File: src/rtl/tlr_pkg.sv
// Shared constants and codes for the thick line rasterizer.
package tlr_pkg;

  // Configuration register file
  localparam int REG_BITS     = 13;
  localparam int CFG_IDX_BITS = 1;
  localparam logic [CFG_IDX_BITS-1:0] REG_IMAGE_WIDTH  = 1'd0;
  localparam logic [CFG_IDX_BITS-1:0] REG_IMAGE_HEIGHT = 1'd1;
  localparam logic [REG_BITS-1:0] IMAGE_WIDTH_RESET  = 13'd640;
  localparam logic [REG_BITS-1:0] IMAGE_HEIGHT_RESET = 13'd480;

  // Item kinds on the input tuser bit
  localparam logic MODE_START = 1'b0;
  localparam logic MODE_STEP  = 1'b1;

  // Fixed field widths
  localparam int THICK_BITS  = 4;
  localparam int COLOUR_BITS = 24;
  localparam int ADDR_BITS   = 26;

  // Parameter defaults
  localparam int COORD_BITS_DEFAULT    = 13;
  localparam int MAX_THICKNESS_DEFAULT = 15;

endpackage

File: src/rtl/tlr_line_engine.sv
// Bresenham line state, shifted-line setup and the pixel stage register.
module tlr_line_engine
  import tlr_pkg::*;
#(
  parameter int COORD_BITS    = COORD_BITS_DEFAULT,
  parameter int MAX_THICKNESS = MAX_THICKNESS_DEFAULT
) (
  input  logic                         clk_i,
  input  logic                         rst_ni,
  input  logic                         in_valid_i,
  input  logic                         in_mode_i,
  input  logic signed [COORD_BITS-1:0] start_x_i,
  input  logic signed [COORD_BITS-1:0] start_y_i,
  input  logic signed [COORD_BITS-1:0] end_x_i,
  input  logic signed [COORD_BITS-1:0] end_y_i,
  input  logic [THICK_BITS-1:0]        thickness_i,
  input  logic [COLOUR_BITS-1:0]       colour_i,
  output logic                         ready_o,
  input  logic                         down_ready_i,
  output logic                         pix_valid_o,
  output logic signed [COORD_BITS:0]   pix_x_o,
  output logic signed [COORD_BITS:0]   pix_y_o,
  output logic [COLOUR_BITS-1:0]       pix_colour_o,
  output logic                         pix_last_o
);

  localparam int PW    = COORD_BITS + 1;
  localparam int EW    = COORD_BITS + 2;
  localparam int OFF_W = (MAX_THICKNESS > 0) ? $clog2(2 * MAX_THICKNESS + 1) : 1;
  localparam int ST_W  = (MAX_THICKNESS > 0) ? $clog2(MAX_THICKNESS + 1) : 1;
  localparam int IW    = OFF_W + 1;

  // Line state
  logic                         active_q, active_d;
  logic [OFF_W-1:0]             offset_q, offset_d;
  logic signed [COORD_BITS-1:0] ep_q [4];
  logic signed [COORD_BITS-1:0] ep_d [4];
  logic [ST_W-1:0]              thick_q, thick_d;
  logic signed [PW-1:0]         major_q, major_d;
  logic signed [PW-1:0]         minor_q, minor_d;
  logic signed [PW-1:0]         major_end_q, major_end_d;
  logic signed [EW-1:0]         err_q, err_d;
  logic signed [EW-1:0]         inc_ns_q, inc_ns_d;
  logic signed [EW-1:0]         inc_st_q, inc_st_d;
  logic                         steep_q, steep_d;
  logic [1:0]                   signs_q, signs_d;
  logic [COLOUR_BITS-1:0]       colour_q, colour_d;

  // Pixel stage
  logic                         s1_valid_q, s1_valid_d;
  logic signed [PW-1:0]         s1_x_q, s1_y_q;
  logic [COLOUR_BITS-1:0]       s1_colour_q;
  logic                         s1_last_q;

  logic accept, is_start, is_step, at_end, fin;

  // Setup source and result
  logic signed [COORD_BITS-1:0] src_x1, src_y1, src_x2, src_y2;
  logic [THICK_BITS-1:0]        t_in;
  logic [ST_W-1:0]              t_sat, t_src;
  logic [OFF_W-1:0]             k_src;
  logic signed [IW-1:0]         shift;
  logic signed [PW-1:0]         x1, y1, x2, y2, dxs, dys, adx, ady;
  logic signed [PW-1:0]         dmaj, dmin, maj_diff, min_diff;
  logic                         su_steep;
  logic signed [PW-1:0]         su_major, su_minor, su_end;
  logic signed [EW-1:0]         su_err, su_inc_ns, su_inc_st;
  logic [1:0]                   su_signs;

  assign ready_o  = !s1_valid_q || down_ready_i;
  assign accept   = in_valid_i && ready_o;
  assign is_start = accept && (in_mode_i == MODE_START);
  assign is_step  = accept && (in_mode_i == MODE_STEP) && active_q;
  assign at_end   = (major_q == major_end_q);
  assign fin      = at_end && ({1'b0, offset_q} >= ((OFF_W + 1)'(thick_q) << 1));

  assign t_in  = thickness_i;
  assign t_sat = (int'(t_in) > MAX_THICKNESS) ? ST_W'(MAX_THICKNESS) : ST_W'(t_in);

  // Shifted-line setup, shared by a start and by the move to the next line
  always_comb begin
    src_x1 = is_start ? start_x_i : ep_q[0];
    src_y1 = is_start ? start_y_i : ep_q[1];
    src_x2 = is_start ? end_x_i : ep_q[2];
    src_y2 = is_start ? end_y_i : ep_q[3];
    t_src  = is_start ? t_sat : thick_q;
    k_src  = is_start ? '0 : offset_q + OFF_W'(1);
    shift  = $signed({1'b0, k_src}) - IW'($signed({1'b0, t_src}));

    x1  = PW'(src_x1) + PW'(shift);
    y1  = PW'(src_y1) + PW'(shift);
    x2  = PW'(src_x2) + PW'(shift);
    y2  = PW'(src_y2) + PW'(shift);
    dxs = x2 - x1;
    dys = y2 - y1;
    adx = dxs[PW-1] ? -dxs : dxs;
    ady = dys[PW-1] ? -dys : dys;

    su_steep = adx < ady;
    su_major = su_steep ? y1 : x1;
    su_minor = su_steep ? x1 : y1;
    su_end   = su_steep ? y2 : x2;
    maj_diff = su_steep ? dys : dxs;
    min_diff = su_steep ? dxs : dys;
    dmaj     = su_steep ? ady : adx;
    dmin     = su_steep ? adx : ady;

    // direction bit set when the difference is zero or negative
    su_signs  = {!(min_diff > 0), !(maj_diff > 0)};
    su_inc_ns = EW'(dmin) <<< 1;
    su_inc_st = (EW'(dmin) - EW'(dmaj)) <<< 1;
    su_err    = (EW'(dmin) <<< 1) - EW'(dmaj);
  end

  always_comb begin
    active_d    = active_q;
    offset_d    = offset_q;
    ep_d        = ep_q;
    thick_d     = thick_q;
    major_d     = major_q;
    minor_d     = minor_q;
    major_end_d = major_end_q;
    err_d       = err_q;
    inc_ns_d    = inc_ns_q;
    inc_st_d    = inc_st_q;
    steep_d     = steep_q;
    signs_d     = signs_q;
    colour_d    = colour_q;

    if (is_start || (is_step && at_end && !fin)) begin
      major_d     = su_major;
      minor_d     = su_minor;
      major_end_d = su_end;
      err_d       = su_err;
      inc_ns_d    = su_inc_ns;
      inc_st_d    = su_inc_st;
      steep_d     = su_steep;
      signs_d     = su_signs;
      offset_d    = k_src;
    end

    if (is_start) begin
      ep_d[0]  = start_x_i;
      ep_d[1]  = start_y_i;
      ep_d[2]  = end_x_i;
      ep_d[3]  = end_y_i;
      thick_d  = t_sat;
      colour_d = colour_i;
      active_d = 1'b1;
    end else if (is_step) begin
      if (fin) begin
        active_d = 1'b0;
      end else if (!at_end) begin
        // a zero error term steps the minor axis
        if (err_q[EW-1]) begin
          err_d = err_q + inc_ns_q;
        end else begin
          minor_d = signs_q[1] ? minor_q - PW'(1) : minor_q + PW'(1);
          err_d   = err_q + inc_st_q;
        end
        major_d = signs_q[0] ? major_q - PW'(1) : major_q + PW'(1);
      end
    end
  end

  assign s1_valid_d = ready_o ? is_step : s1_valid_q;

  always_ff @(posedge clk_i or negedge rst_ni) begin
    if (!rst_ni) begin
      active_q    <= 1'b0;
      offset_q    <= '0;
      for (int n = 0; n < 4; n++) ep_q[n] <= '0;
      thick_q     <= '0;
      major_q     <= '0;
      minor_q     <= '0;
      major_end_q <= '0;
      err_q       <= '0;
      inc_ns_q    <= '0;
      inc_st_q    <= '0;
      steep_q     <= 1'b0;
      signs_q     <= '0;
      colour_q    <= '0;
      s1_valid_q  <= 1'b0;
    end else begin
      active_q    <= active_d;
      offset_q    <= offset_d;
      ep_q        <= ep_d;
      thick_q     <= thick_d;
      major_q     <= major_d;
      minor_q     <= minor_d;
      major_end_q <= major_end_d;
      err_q       <= err_d;
      inc_ns_q    <= inc_ns_d;
      inc_st_q    <= inc_st_d;
      steep_q     <= steep_d;
      signs_q     <= signs_d;
      colour_q    <= colour_d;
      s1_valid_q  <= s1_valid_d;
    end
  end

  always_ff @(posedge clk_i) begin
    if (is_step) begin
      s1_x_q      <= steep_q ? minor_q : major_q;
      s1_y_q      <= steep_q ? major_q : minor_q;
      s1_colour_q <= colour_q;
      s1_last_q   <= fin;
    end
  end

  assign pix_valid_o  = s1_valid_q;
  assign pix_x_o      = s1_x_q;
  assign pix_y_o      = s1_y_q;
  assign pix_colour_o = s1_colour_q;
  assign pix_last_o   = s1_last_q;

endmodule

File: src/rtl/tlr_pixel_out.sv
// Bounds check, frame buffer byte address and the result register.
module tlr_pixel_out
  import tlr_pkg::*;
#(
  parameter int COORD_BITS = COORD_BITS_DEFAULT
) (
  input  logic                       clk_i,
  input  logic                       rst_ni,
  input  logic                       pix_valid_i,
  input  logic signed [COORD_BITS:0] pix_x_i,
  input  logic signed [COORD_BITS:0] pix_y_i,
  input  logic [COLOUR_BITS-1:0]     pix_colour_i,
  input  logic                       pix_last_i,
  input  logic [REG_BITS-1:0]        image_width_i,
  input  logic [REG_BITS-1:0]        image_height_i,
  output logic                       ready_o,
  output logic                       out_valid_o,
  input  logic                       out_ready_i,
  output logic signed [COORD_BITS:0] out_x_o,
  output logic signed [COORD_BITS:0] out_y_o,
  output logic [ADDR_BITS-1:0]       out_addr_o,
  output logic                       out_inside_o,
  output logic [COLOUR_BITS-1:0]     out_colour_o,
  output logic                       out_last_o
);

  localparam int PW = COORD_BITS + 1;
  localparam int UW = (PW > REG_BITS) ? PW : REG_BITS;
  localparam int MW = COORD_BITS + REG_BITS;

  logic                   valid_q, valid_d;
  logic signed [PW-1:0]   x_q, y_q;
  logic [ADDR_BITS-1:0]   addr_q;
  logic                   inside_q;
  logic [COLOUR_BITS-1:0] colour_q;
  logic                   last_q;

  logic                 in_image;
  logic [MW-1:0]        row_prod;
  logic [ADDR_BITS-1:0] pix_index, addr;

  assign ready_o = !valid_q || out_ready_i;
  assign valid_d = ready_o ? pix_valid_i : valid_q;

  always_comb begin
    in_image = !pix_x_i[PW-1] && !pix_y_i[PW-1]
          && (UW'($unsigned(pix_x_i)) < UW'(image_width_i))
          && (UW'($unsigned(pix_y_i)) < UW'(image_height_i));
    row_prod  = MW'(pix_y_i[COORD_BITS-1:0]) * MW'(image_width_i);
    pix_index = ADDR_BITS'(row_prod) + ADDR_BITS'(pix_x_i[COORD_BITS-1:0]);
    // three bytes per pixel; wraps at the address width
    addr      = in_image ? pix_index + (pix_index << 1) : '0;
  end

  always_ff @(posedge clk_i or negedge rst_ni) begin
    if (!rst_ni) begin
      valid_q <= 1'b0;
    end else begin
      valid_q <= valid_d;
    end
  end

  always_ff @(posedge clk_i) begin
    if (ready_o && pix_valid_i) begin
      x_q      <= pix_x_i;
      y_q      <= pix_y_i;
      addr_q   <= addr;
      inside_q <= in_image;
      colour_q <= pix_colour_i;
      last_q   <= pix_last_i;
    end
  end

  assign out_valid_o  = valid_q;
  assign out_x_o      = x_q;
  assign out_y_o      = y_q;
  assign out_addr_o   = addr_q;
  assign out_inside_o = inside_q;
  assign out_colour_o = colour_q;
  assign out_last_o   = last_q;

endmodule

File: src/rtl/thick_line_rasterizer.sv
// Thick line rasterizer top level: stream ports, image size registers, assertions.
//
//  channel   dir  beat content
//  s_axis    in   tuser: mode; tdata: start/end x,y, thickness, blue, green, red
//  m_axis    out  tuser: inside; tlast: last; tdata: x, y, address, colour
//  cfg       in   cfg_we_i / cfg_index_i / cfg_data_i, write only
//
// One input beat per cycle while s_axis_tready is high. A step beat's pixel
// passes from the line state into the pixel stage, then the row multiply and
// bounds check fill the result register that drives m_axis.
// A start beat and a step beat with no line running produce nothing.
// Reset clears the line state and valid flags and loads 640 x 480.
// A stalled m_axis holds the result register; s_axis_tready drops only when
// both the pixel stage and the result register are full.
module thick_line_rasterizer
  import tlr_pkg::*;
#(
  parameter int COORD_BITS    = COORD_BITS_DEFAULT,
  parameter int MAX_THICKNESS = MAX_THICKNESS_DEFAULT,
  localparam int IN_BITS      = 4 * COORD_BITS + THICK_BITS + COLOUR_BITS,
  localparam int IN_TDATA_W   = ((IN_BITS + 7) / 8) * 8,
  localparam int OUT_BITS     = 2 * (COORD_BITS + 1) + ADDR_BITS + COLOUR_BITS,
  localparam int OUT_TDATA_W  = ((OUT_BITS + 7) / 8) * 8
) (
  input  logic                    clk_i,
  input  logic                    rst_ni,
  input  logic                    s_axis_tvalid,
  output logic                    s_axis_tready,
  // start_x, start_y, end_x, end_y, thickness, blue, green, red
  input  logic [IN_TDATA_W-1:0]   s_axis_tdata,
  // mode
  input  logic                    s_axis_tuser,
  output logic                    m_axis_tvalid,
  input  logic                    m_axis_tready,
  // pixel_x, pixel_y, pixel_address, out_blue, out_green, out_red
  output logic [OUT_TDATA_W-1:0]  m_axis_tdata,
  // inside_res
  output logic                    m_axis_tuser,
  output logic                    m_axis_tlast,
  input  logic                    cfg_we_i,
  input  logic [CFG_IDX_BITS-1:0] cfg_index_i,
  input  logic [REG_BITS-1:0]     cfg_data_i
);

  localparam int THICK_LSB  = 4 * COORD_BITS;
  localparam int COLOUR_LSB = THICK_LSB + THICK_BITS;

  logic [REG_BITS-1:0] width_q, height_q;

  logic                         eng_ready, out_stage_ready;
  logic                         pix_valid, pix_last;
  logic signed [COORD_BITS:0]   pix_x, pix_y;
  logic [COLOUR_BITS-1:0]       pix_colour;
  logic signed [COORD_BITS:0]   out_x, out_y;
  logic [ADDR_BITS-1:0]         out_addr;
  logic [COLOUR_BITS-1:0]       out_colour;
  logic                         out_inside, out_last, out_valid;

  always_ff @(posedge clk_i or negedge rst_ni) begin
    if (!rst_ni) begin
      width_q  <= IMAGE_WIDTH_RESET;
      height_q <= IMAGE_HEIGHT_RESET;
    end else if (cfg_we_i) begin
      case (cfg_index_i)
        REG_IMAGE_WIDTH:  width_q  <= cfg_data_i;
        REG_IMAGE_HEIGHT: height_q <= cfg_data_i;
        default: ;
      endcase
    end
  end

  tlr_line_engine #(
    .COORD_BITS    (COORD_BITS),
    .MAX_THICKNESS (MAX_THICKNESS)
  ) u_engine (
    .clk_i        (clk_i),
    .rst_ni       (rst_ni),
    .in_valid_i   (s_axis_tvalid),
    .in_mode_i    (s_axis_tuser),
    .start_x_i    ($signed(s_axis_tdata[0 +: COORD_BITS])),
    .start_y_i    ($signed(s_axis_tdata[COORD_BITS +: COORD_BITS])),
    .end_x_i      ($signed(s_axis_tdata[2*COORD_BITS +: COORD_BITS])),
    .end_y_i      ($signed(s_axis_tdata[3*COORD_BITS +: COORD_BITS])),
    .thickness_i  (s_axis_tdata[THICK_LSB +: THICK_BITS]),
    .colour_i     (s_axis_tdata[COLOUR_LSB +: COLOUR_BITS]),
    .ready_o      (eng_ready),
    .down_ready_i (out_stage_ready),
    .pix_valid_o  (pix_valid),
    .pix_x_o      (pix_x),
    .pix_y_o      (pix_y),
    .pix_colour_o (pix_colour),
    .pix_last_o   (pix_last)
  );

  tlr_pixel_out #(
    .COORD_BITS (COORD_BITS)
  ) u_out (
    .clk_i          (clk_i),
    .rst_ni         (rst_ni),
    .pix_valid_i    (pix_valid),
    .pix_x_i        (pix_x),
    .pix_y_i        (pix_y),
    .pix_colour_i   (pix_colour),
    .pix_last_i     (pix_last),
    .image_width_i  (width_q),
    .image_height_i (height_q),
    .ready_o        (out_stage_ready),
    .out_valid_o    (out_valid),
    .out_ready_i    (m_axis_tready),
    .out_x_o        (out_x),
    .out_y_o        (out_y),
    .out_addr_o     (out_addr),
    .out_inside_o   (out_inside),
    .out_colour_o   (out_colour),
    .out_last_o     (out_last)
  );

  assign s_axis_tready = eng_ready;
  assign m_axis_tvalid = out_valid;
  assign m_axis_tdata  = OUT_TDATA_W'({out_colour, out_addr, out_y, out_x});
  assign m_axis_tuser  = out_inside;
  assign m_axis_tlast  = out_last;

  // Input backpressure only comes from a stalled, full output side
  assert property (@(posedge clk_i) disable iff (!rst_ni)
    !s_axis_tready |-> m_axis_tvalid && !m_axis_tready)
    else $error("input stalled while output side can drain");

  // Pixels outside the image carry a zero address
  assert property (@(posedge clk_i) disable iff (!rst_ni)
    m_axis_tvalid && !out_inside |-> out_addr == '0)
    else $error("outside pixel with nonzero address");

  // An inside pixel needs a nonempty image
  assert property (@(posedge clk_i) disable iff (!rst_ni)
    m_axis_tvalid && out_inside |-> width_q != '0 && height_q != '0)
    else $error("inside flag set for an empty image");

endmodule
File: config.mk
export PLATFORM = sky130hd
export DESIGN_NAME = thick_line_rasterizer
export DESIGN_NICKNAME = d
export VERILOG_FILES = /design/src/rtl/tlr_pkg.sv /design/src/rtl/tlr_line_engine.sv /design/src/rtl/tlr_pixel_out.sv /design/src/rtl/thick_line_rasterizer.sv
export SDC_FILE = /design/constraint.sdc
export NUM_CORES = 1
export LEC_CHECK = 0
export BUFFER_PORTS_ARGS = -buffer_cell sky130_fd_sc_hd__buf_2
export CAP_MARGIN = 5
export CORE_ASPECT_RATIO = 0.7
export CORE_MARGIN = 2
export CORE_UTILIZATION = 55
export DETAILED_ROUTE_END_ITERATION = 6
export PLACE_DENSITY = 0.84
export SLEW_MARGIN = 20
export SYNTH_ARGS = -nofsm -noshare
export SYNTH_HDL_FRONTEND = slang
export SYNTH_SLANG_ARGS = --single-unit
File: constraint.sdc
create_clock -name clk_i -period 14.88 [get_ports clk_i]
set_clock_uncertainty 0.05 [all_clocks]
set_input_delay 1.488 -clock clk_i [delete_from_list [all_inputs] [get_ports clk_i]]
set_output_delay 1.488 -clock clk_i [all_outputs]
set_load 0.05 [all_outputs]
==> results.md, run 1 <==
| Quantity | This run |
|---|---|
| Ratio of final minimum period to clock period | 91.8% |
| Number of top-level pins | 184 |
| Peak clock frequency supported by timing | 0.0732 GHz |
| Mean instance size in the synthesized netlist | 9.06 sq um |
| Data arrival time at the worst-slack endpoint | 14.03 ns |
| Critical Path Start Type | input port |
| Die Width | 277 microns |
| Share of the synthesized area in the top cell type | 17.1% |
| Clock H-tree levels | 2 |
| Hold Crit Class | reg -> reg |
| Effective utilization at floorplan | 56.0% |
| Asr flop ratio synth | 60.2% |
| Routed length per instance | 18.7 microns |
| Met1 track utilization from global routing | 38.7% |
| DRT Pass-1 Iters | 7 |
| Total Die Area | 53900 sq um |
| Setup Crit Path Kind | in -> reg |
| Hold buffer count at CTS | 0 |
| Top cell type by total area after synthesis | dfrtp_1 |
| Largest fanout on the critical path | 37 |
| Final period demand of the worst path | 13.65 ns |
| Worst slew margin | 24.3% |
| Required time of the worst setup path | 15.26 ns |
| Count of endpoints failing setup in the final report | 0 |
| Routed vias/inst | 5.79 |
| Count of filler cells inserted in the layout | 4191 |
| # port buffers | 181 |
| Endpoint class of the critical path | flip-flop |
| Routing usage on met3 | 7.87% |
| # Post-CTS Setup Buffers | 0 |
| Starting DRC count in detailed routing | 2156 |
| Synth-to-Final Area Change | 9.66% |
| # DRC | 0 |
| WL final | 74.5 mm |
| Cell count after synthesis | 3157 |
| MaxCap Viol Count | 0 |
| Tot GR Track Use | 27.8% |
| Cts repair resizes | 0 |
| Multi-input gate area | 18000 sq um |
| Number of rows in the core area | 69 |
| Buffer and inverter count on the worst path | 5 |
| Hold violation count in the final report | 0 |
| Pin count of the biggest net entering global routing | 81 |
| Core Area | 51100 sq um |
| Antenna violations before repair | 5 |
| Sequential share of the synthesized area | 31.6% |
| Post-route ant nets | 0 |
| Routability-driven placement congestion ratio | 1.01 |
| Clock transition at the register clock pins on the worst setup and hold paths after CTS | 0.06 ns |
| Unrepaired setup endpoints after global routing | no |
| Most area-consuming cells after synthesis | dfrtp_1 17%, edfxtp_1 14%, ha_1 12% |
| Number of synthesis warnings | 0 |
| Most used routing layer in global routing | met2 |
| Total area of sequential cells | 9030 sq um |
| Fraction of final layout cells sized beyond drive strength 1 | 11.3% |
| Register-to-register setup slack | 1.82 ns |
| Mapped cell area | 28600 sq um |
| Worst-Margin Slew | 1.13 ns |
| Vias in the first global route | 22800 |
| Status | finished, final reports clean |
| Slowest-stage cell, CP | xnor2_2 |
| M2 GR Usage | 42.9% |
| Final Slew Violations | 0 |
| Register bit count reported by yosys | 334 |
| Dominant delay contributor by cell family on the critical path | compound AO/OA/AOI/OAI gates |
| EDFF count, synth | 133 |
| Distinct cell type count after synthesis | 99 |
| Detailed placer's ending HPWL | 57.4 mm |
| Most used DFF post-synth | dfrtp_1 |
| Global route overflow | 0 |
| Sink Count | 334 |
| Die H | 195 microns |
| Clk buf depth | 3 |
| Via count | 23100 |
| Global-route wire length before repair | 120 mm |
| Post-layout nets | 3803 |
| Insertion delay to the later sink of the worst-skew pair | 0.58 ns |
| Library cell appearing most often on the critical path | a21oi_1 |
| Root buffer selected by CTS | clkbuf_16 |
| Final total negative setup slack | 0 ns |
| CTS tree | built |
| CP max stage delay | 0.65 ns |
| CTS Buf Count | 36 |
[final timing paths]
| path | depth (start not counted) | start | to |
|---|---|---|---|
| setup / recovery | 53 | m_axis_tready | u_engine.err_q[10] |
| max in group asynchronous | 4 | rst_ni | u_engine.colour_q[20] |
| setup reg to reg | 52 | u_engine.pix_valid_o | u_engine.err_q[10] |
| hold reg to reg | 0 | u_engine.pix_colour_o[9] | u_out.out_colour_o[9] |
| hold / removal | 0 | u_engine.pix_colour_o[9] | u_out.out_colour_o[9] |
| min in group asynchronous | 1 | rst_ni | u_engine.inc_ns_q[14] |
[sequential cells by signal (all words and copies together) (netlist names), 14 cells and up]
| register | count |
|---|---|
| u_engine.colour_q | 24 |
| u_engine.ep_q | 52 |
| u_engine.err_q | 14 |
| u_engine.inc_ns_q | 14 |
| u_engine.inc_st_q | 14 |
| u_engine.major_end_q | 14 |
| u_engine.major_q | 14 |
| u_engine.minor_q | 14 |
| u_engine.pix_colour_o | 24 |
| u_engine.pix_x_o | 14 |
| u_engine.pix_y_o | 14 |
| u_out.out_addr_o | 26 |
| u_out.out_colour_o | 24 |
| u_out.out_x_o | 14 |
| u_out.out_y_o | 14 |
[cells in the final DEF (no fill, tap or decap), drive strengths merged, types with 42 or more instances in the layout]
cell and instances:
edfxtp 133, clkbuf 45, inv 313, nor2 152, nand2 578, ha 278, mux2 60, xor2 53
nand2b 42, a21oi 183, xnor2 137, dfrtp 195, buf 199, fa 141, a21o 57, nand3 42
and2 83, o211ai 45, o21ai 146
[area by class of cell]
type                            count  area share (%)
Multi-Input combinational cell   2403            57.4
Sequential cell                   334            28.8
Inverter                          309            3.70
Timing Repair Buffer              200            3.43
Clock buffer                       44            3.16
Tap cell                          674            2.69
Clock inverter                     21           0.785
Antenna cell                        3          0.0239
[per-layer routing]
metal  wire length, microns  vias to the layer above  part of all wire [%]
met5                     94                        -                  0.13
met4                   1690                        4                   2.3
met3                   7170                      128                   9.6
met2                  32400                      802                    43
met1                  33200                    11100                    45
li1                       -                    11000                     -
[synth_stat cells, types with 6 or more instances]
cell type	n
nand3_1	41
or3_1	17
edfxtp_1	133
mux2i_1	24
nor2_1	152
mux2_2	59
nor4_1	16
dfstp_2	6
and2_1	82
inv_1	308
nor3b_1	7
a31oi_1	26
a211oi_1	14
xor2_1	52
maj3_1	6
ha_1	278
buf_1	20
nor3_1	36
or4_1	6
a21boi_0	11
fa_1	141
nor2b_1	29
o211ai_1	45
a21o_1	57
clkbuf_1	82
and3b_1	7
o31ai_1	16
nand2_1	577
o21a_1	14
o21ai_0	144
o21bai_1	34
nand4_1	11
xnor2_1	136
a21oi_1	183
dfrtp_1	195
or2_2	10
and3_1	16
nand2b_1	42
[cells by family (layout without fill, tap and decap cells)]
family | after synthesis | in the layout | synth area share (%)
compound gates | 632 | 632 | 14.4
buf+inv | 421 | 574 | 5.66
mux | 84 | 84 | 3.20
flops | 334 | 334 | 31.6
fa+ha+maj | 426 | 426 | 22.3
xor+xnor | 191 | 191 | 5.95
other cells | 1 | 5 | 0.0131
simple gates | 1068 | 1068 | 17.0
[through the flow]
stage	setup slack (ns)	std cells	instance area [sq um]	util (%)	hold slack, ns
2_1_floorplan	0.399	3158	28600	-	0.350
3_3_place_gp	1.31	3919	30100	58.9	0.350
3_5_place_dp	0.931	3919	30100	58.9	0.358
4_1_cts	1.47	3984	31300	61.3	0.372
5_1_grt	0.0913	3987	31400	61.4	0.374
6_report	1.23	3988	31400	61.4	0.370
[worst register-to-register path: cells and delay by family (launching register included)]
kind | cells | cell delay [ns]
flops | 1 | 0.38
buf+inv | 4 | 0.68
mux | 1 | 0.12
compound gates | 26 | 5.45
fa+ha+maj | 6 | 2.22
simple gates | 13 | 3.16
xor+xnor | 2 | 0.85
Power of run 1 is not shown: default switching activity piles up to over one toggle a cycle in this logic, so the estimate is an artifact.
==> run 2: changes to the inputs <==
- MAX_ROUTING_LAYER: not set -> met4
- PLACE_DENSITY: 0.84 -> not set
- PLACE_DENSITY_LB_ADDON: not set -> 0.12
==> results.md, run 2 (synthesis gave the netlist of run 1 again) <==
| Quantity | This run |
|---|---|
| Cells on Worst Hold Path | 0 |
| Post-route ant nets | 0 |
| Clock H-tree levels | 2 |
| Hold violation count in the final report | 0 |
| Cts repair resizes | 0 |
| Slowest-stage cell, CP | nor2_4 |
| CTS tree | built |
| Setup Crit Path Kind | in -> reg |
| Count of filler cells inserted in the layout | 4336 |
| Global route overflow | 0 |
| CTS Buf Count | 37 |
| Required time of the worst setup path | 15.27 ns |
| Hold buffer count at CTS | 0 |
| Number of rows in the core area | 69 |
| # Post-CTS Setup Buffers | 0 |
| Fraction of final layout cells sized beyond drive strength 1 | 11.5% |
| MaxCap Viol Count | 0 |
| CP max stage delay | 0.55 ns |
| # DRC | 0 |
| Worst-Margin Slew | 1.14 ns |
| Antenna violations before repair | 1 |
| Routed vias/inst | 5.69 |
| Peak clock frequency supported by timing | 0.0724 GHz |
| Critical Path Start Type | input port |
| Root buffer selected by CTS | clkbuf_16 |
| Detailed placer's ending HPWL | 59.3 mm |
| Unrepaired setup endpoints after global routing | no |
| Max reg flops | 52 |
| Non-filler cells, final | 3992 |
| Largest fanout on the critical path | 50 |
| Count of endpoints failing setup in the final report | 0 |
| Clock transition at the register clock pins on the worst setup and hold paths after CTS | 0.06 ns |
| Status | finished, final reports clean |
| Clk buf depth | 3 |
| Via count | 22700 |
| Most frequent standard cell in the layout excluding fill and tap cells | nand2_1 |
| Min-Delay Startpoint | u_engine.pix_colour_o[9] |
| Number of top-level pins | 184 |
| Hold Crit Class | reg -> reg |
| Endpoint class of the critical path | flip-flop |
| Reg-to-reg critical path startpoint | u_out.out_valid_o |
| Tot GR Track Use | 29.8% |
| Global-route wire length before repair | 124 mm |
| # port buffers | 181 |
| Library cell appearing most often on the critical path | a21oi_1 |
| Insertion delay to the later sink of the worst-skew pair | 0.58 ns |
| Vias in the first global route | 23000 |
| Ratio of final minimum period to clock period | 92.8% |
| Die H | 195 microns |
| Final period demand of the worst path | 13.80 ns |
| Effective utilization at floorplan | 56.0% |
| WL final | 76.2 mm |
| Worst reg-to-reg path cell count | 57 |
| Hold Path Sink | u_out.out_colour_o[9] |
| Starting DRC count in detailed routing | 1591 |
| Routed length per instance | 19.1 microns |
| Sink Count | 334 |
| Synth-to-Final Area Change | 9.69% |
| Most frequent cells in the layout | 577 x nand2_1, 307 x inv_1, 278 x ha_1, 194 x dfrtp_1, 183 x a21oi_1 |
| Total Die Area | 53900 sq um |
| Routability-driven placement congestion ratio | 0.931 |
| Data arrival time at the worst-slack endpoint | 14.19 ns |
| Post-layout nets | 3807 |
| Register name with the most flops | u_engine.ep_q |
| Pin count of the biggest net entering global routing | 77 |
| Destination of the worst register-to-register timing path | u_engine.err_q[10] |
| Final total negative setup slack | 0 ns |
| Register-to-register setup slack | 1.68 ns |
| Worst slew margin | 23.1% |
| DRT Pass-1 Iters | 5 |
| Die Width | 277 microns |
| Final Slew Violations | 0 |
| Placed insts | 3923 |
| Post-layout utilization of the core | 61.4% |
| Core Area | 51100 sq um |
==> run 2: worst max path at each step <==
stage,startpoint,endpoint,slack (ns)
3_3_place_gp,m_axis_tready,u_engine.err_q[10],1.23
5_1_grt,s_axis_tuser,u_engine.err_q[10],0.11
4_1_cts,s_axis_tuser,u_engine.err_q[10],1.36
2_1_floorplan,m_axis_tready,u_engine.err_q[10],0.40
3_5_place_dp,s_axis_tuser,u_engine.err_q[10],0.83
6_report,s_axis_tuser,u_engine.err_q[10],1.08
==> run 2: area by class of cell <==
cell class | count | area, sq um | area share, %
Multi-Input combinational cell | 2403 | 18000 | 57.4
Sequential cell | 334 | 9030 | 28.8
Inverter | 309 | 1160 | 3.70
Timing Repair Buffer | 203 | 1080 | 3.44
Clock buffer | 49 | 1010 | 3.22
Tap cell | 674 | 843 | 2.69
Clock inverter | 19 | 240 | 0.765
Antenna cell | 1 | 2.50 | 0.00797
==> run 2: through the flow <==
stage / instance area (sq um) / setup slack, ns / hold WS, ns
final: 31400 / 1.08 / 0.368
after global routing: 31400 / 0.107 / 0.377
after CTS: 31400 / 1.36 / 0.367
after detailed placement: 30100 / 0.833 / 0.355
after global placement: 30100 / 1.23 / 0.351
after floorplan: 28600 / 0.399 / 0.350
==> run 2: critical path, delay by kind of cell <==
family | cells | cell delay [ns]
muxes | 2 | 0.31
AOI/OAI and AO/OA | 30 | 6.03
xor gates and xnor gates | 1 | 0.19
buffers and inverters | 4 | 0.87
adders and majority gates | 6 | 2.16
and+or+nand+nor | 15 | 3.13
==> run 2: layer usage <==
metal	global-route usage [%]	vias to the layer above	part of all wire, %
met5	-	-	0
met4	5.96	0	1.6
met3	5.72	88	6.8
met2	44.4	628	43
met1	42.5	11000	49
li1	-	11000	-
Power of run 2 is left out for the same reason.
==> run 3: changes to the inputs <==
- CTS_BUF_LIST: not set -> sky130_fd_sc_hd__clkbuf_4
==> results.md, run 3 (synthesis gave the netlist of run 1 again) <==
| Quantity | This run |
|---|---|
| Endpoint class of the critical path | flip-flop |
| Final Slew Violations | 0 |
| Routability-driven placement congestion ratio | 0.931 |
| Ratio of final minimum period to clock period | 90.6% |
| Most frequent standard cell in the layout excluding fill and tap cells | nand2_1 |
| Number of top-level pins | 184 |
| CP max stage delay | 0.54 ns |
| Global-route wire length before repair | 125 mm |
| Die Width | 277 microns |
| Die H | 195 microns |
| # DRC | 0 |
| Final period demand of the worst path | 13.48 ns |
| Critical Path Start Type | input port |
| Register name with the most flops | u_engine.ep_q |
| Setup Crit Path Kind | in -> reg |
| Peak clock frequency supported by timing | 0.0742 GHz |
| Tot GR Track Use | 30.2% |
| Final total negative setup slack | 0 ns |
| Hold Crit Class | reg -> reg |
| # port buffers | 181 |
| # Post-CTS Setup Buffers | 0 |
| Starting DRC count in detailed routing | 1587 |
| Vias in the first global route | 23400 |
| Detailed placer's ending HPWL | 59.3 mm |
| Count of endpoints failing setup in the final report | 0 |
| Unrepaired setup endpoints after global routing | no |
| Max reg flops | 52 |
| Worst slew margin | 28.2% |
| Sink Count | 334 |
| MaxCap Viol Count | 0 |
| Worst hold margin | 0.366 ns |
| WL final | 76.9 mm |
| Largest fanout on the critical path | 50 |
| Number of rows in the core area | 69 |
| Total area of sequential cells | 9030 sq um |
| Clk buf depth | 3 |
| CTS tree | built |
| Count of filler cells inserted in the layout | 4435 |
| Library cell appearing most often on the critical path | a21oi_1 |
| Non-filler cells, final | 4089 |
| Post-route ant nets | 0 |
| Most frequent cells in the layout | 577 x nand2_1, 307 x inv_1, 278 x ha_1, 194 x dfrtp_1, 183 x a21oi_1 |
| Hold violation count in the final report | 0 |
| Effective utilization at floorplan | 56.0% |
| Hold buffer count at CTS | 0 |
| Cts repair resizes | 0 |
| Core Area | 51100 sq um |
| CTS Buf Count | 86 |
| Routed length per instance | 18.8 microns |
| Post-layout nets | 3856 |
| Required time of the worst setup path | 15.57 ns |
| Fraction of final layout cells sized beyond drive strength 1 | 13.7% |
| DRT Pass-1 Iters | 6 |
| Clock H-tree levels | 3 |
| Antenna violations before repair | 2 |
| Via count | 23000 |
| Clock transition at the register clock pins on the worst setup and hold paths after CTS | 0.07 ns |
| Multi-input gate area | 18000 sq um |
| Synth-to-Final Area Change | 9.48% |
| Insertion delay to the later sink of the worst-skew pair | 0.89 ns |
| Worst-Margin Slew | 1.07 ns |
| Routed vias/inst | 5.63 |
| Global route overflow | 0 |
| Slowest-stage cell, CP | buf_4 |
| Root buffer selected by CTS | clkbuf_4 |
| Status | finished, final reports clean |
| Placed insts | 3923 |
| Data arrival time at the worst-slack endpoint | 14.18 ns |
| Total Die Area | 53900 sq um |
| Pin count of the biggest net entering global routing | 77 |
## run 3: cell types whose count changed in the layout (fill, tap and decap cells not counted), moves of 2 or more
cell and delta:
clkbuf_16 -37, bufinv_16 -2, clkbuf_4 +138, inv_8 +2, clkinv_1 +13, clkbuf_8 -4
clkinvlp_4 -2, clkbuf_1 -8, diode_2 +5, clkinv_2 -4
## run 3: area by class of cell
cell class | instances | area share (%)
clock inverter | 22 | 0.459
antenna | 6 | 0.0479
timing repair buffer | 203 | 3.45
tap | 674 | 2.69
clock buffer | 138 | 3.31
inverter | 309 | 3.71
multi-input combinational | 2403 | 57.5
sequential | 334 | 28.8
## run 3: routing by layer
layer  routed length (microns)  global-route usage [%]  vias up
met1                     37600                    42.6    11100
met2                     32600                    44.3      629
met5                         0                       -        -
met4                      1380                    7.49        0
met3                      5380                    6.55      109
li1                          -                       -    11200
## run 3: worst paths after layout
| kind | start | to | slack, ns | depth (start not counted) |
|---|---|---|---|---|
| worst max-delay path | s_axis_tuser | u_engine.err_q[10] | 1.40 | 58 |
| worst min-delay path | u_engine.pix_colour_o[17] | u_out.out_colour_o[17] | 0.37 | 0 |
| worst max register to register | u_out.out_valid_o | u_engine.err_q[10] | 1.70 | 57 |
| worst min register to register | u_engine.pix_colour_o[17] | u_out.out_colour_o[17] | 0.37 | 0 |
| max in group asynchronous | rst_ni | u_engine.steep_q | 11.86 | 3 |
| min in group asynchronous | rst_ni | u_engine.err_q[14] | 0.58 | 1 |
## run 3: critical path, delay by kind of cell
| kind | cells | cell delay [ns] |
|---|---|---|
| buffers and inverters | 4 | 0.89 |
| xor gates and xnor gates | 1 | 0.19 |
| and+or+nand+nor | 15 | 3.10 |
| muxes | 2 | 0.30 |
| adders and majority gates | 6 | 2.15 |
| AOI/OAI and AO/OA | 30 | 6.03 |
## run 3: per-stage QoR
step	setup slack [ns]	cell area (sq um)	util [%]
floorplan	0.399	28600	-
global placement	1.23	30100	59.0
detailed placement	0.833	30100	59.0
CTS	1.71	31300	61.3
global route	0.489	31300	61.3
finish	1.40	31300	61.3
Power of run 3 is left out for the same reason.
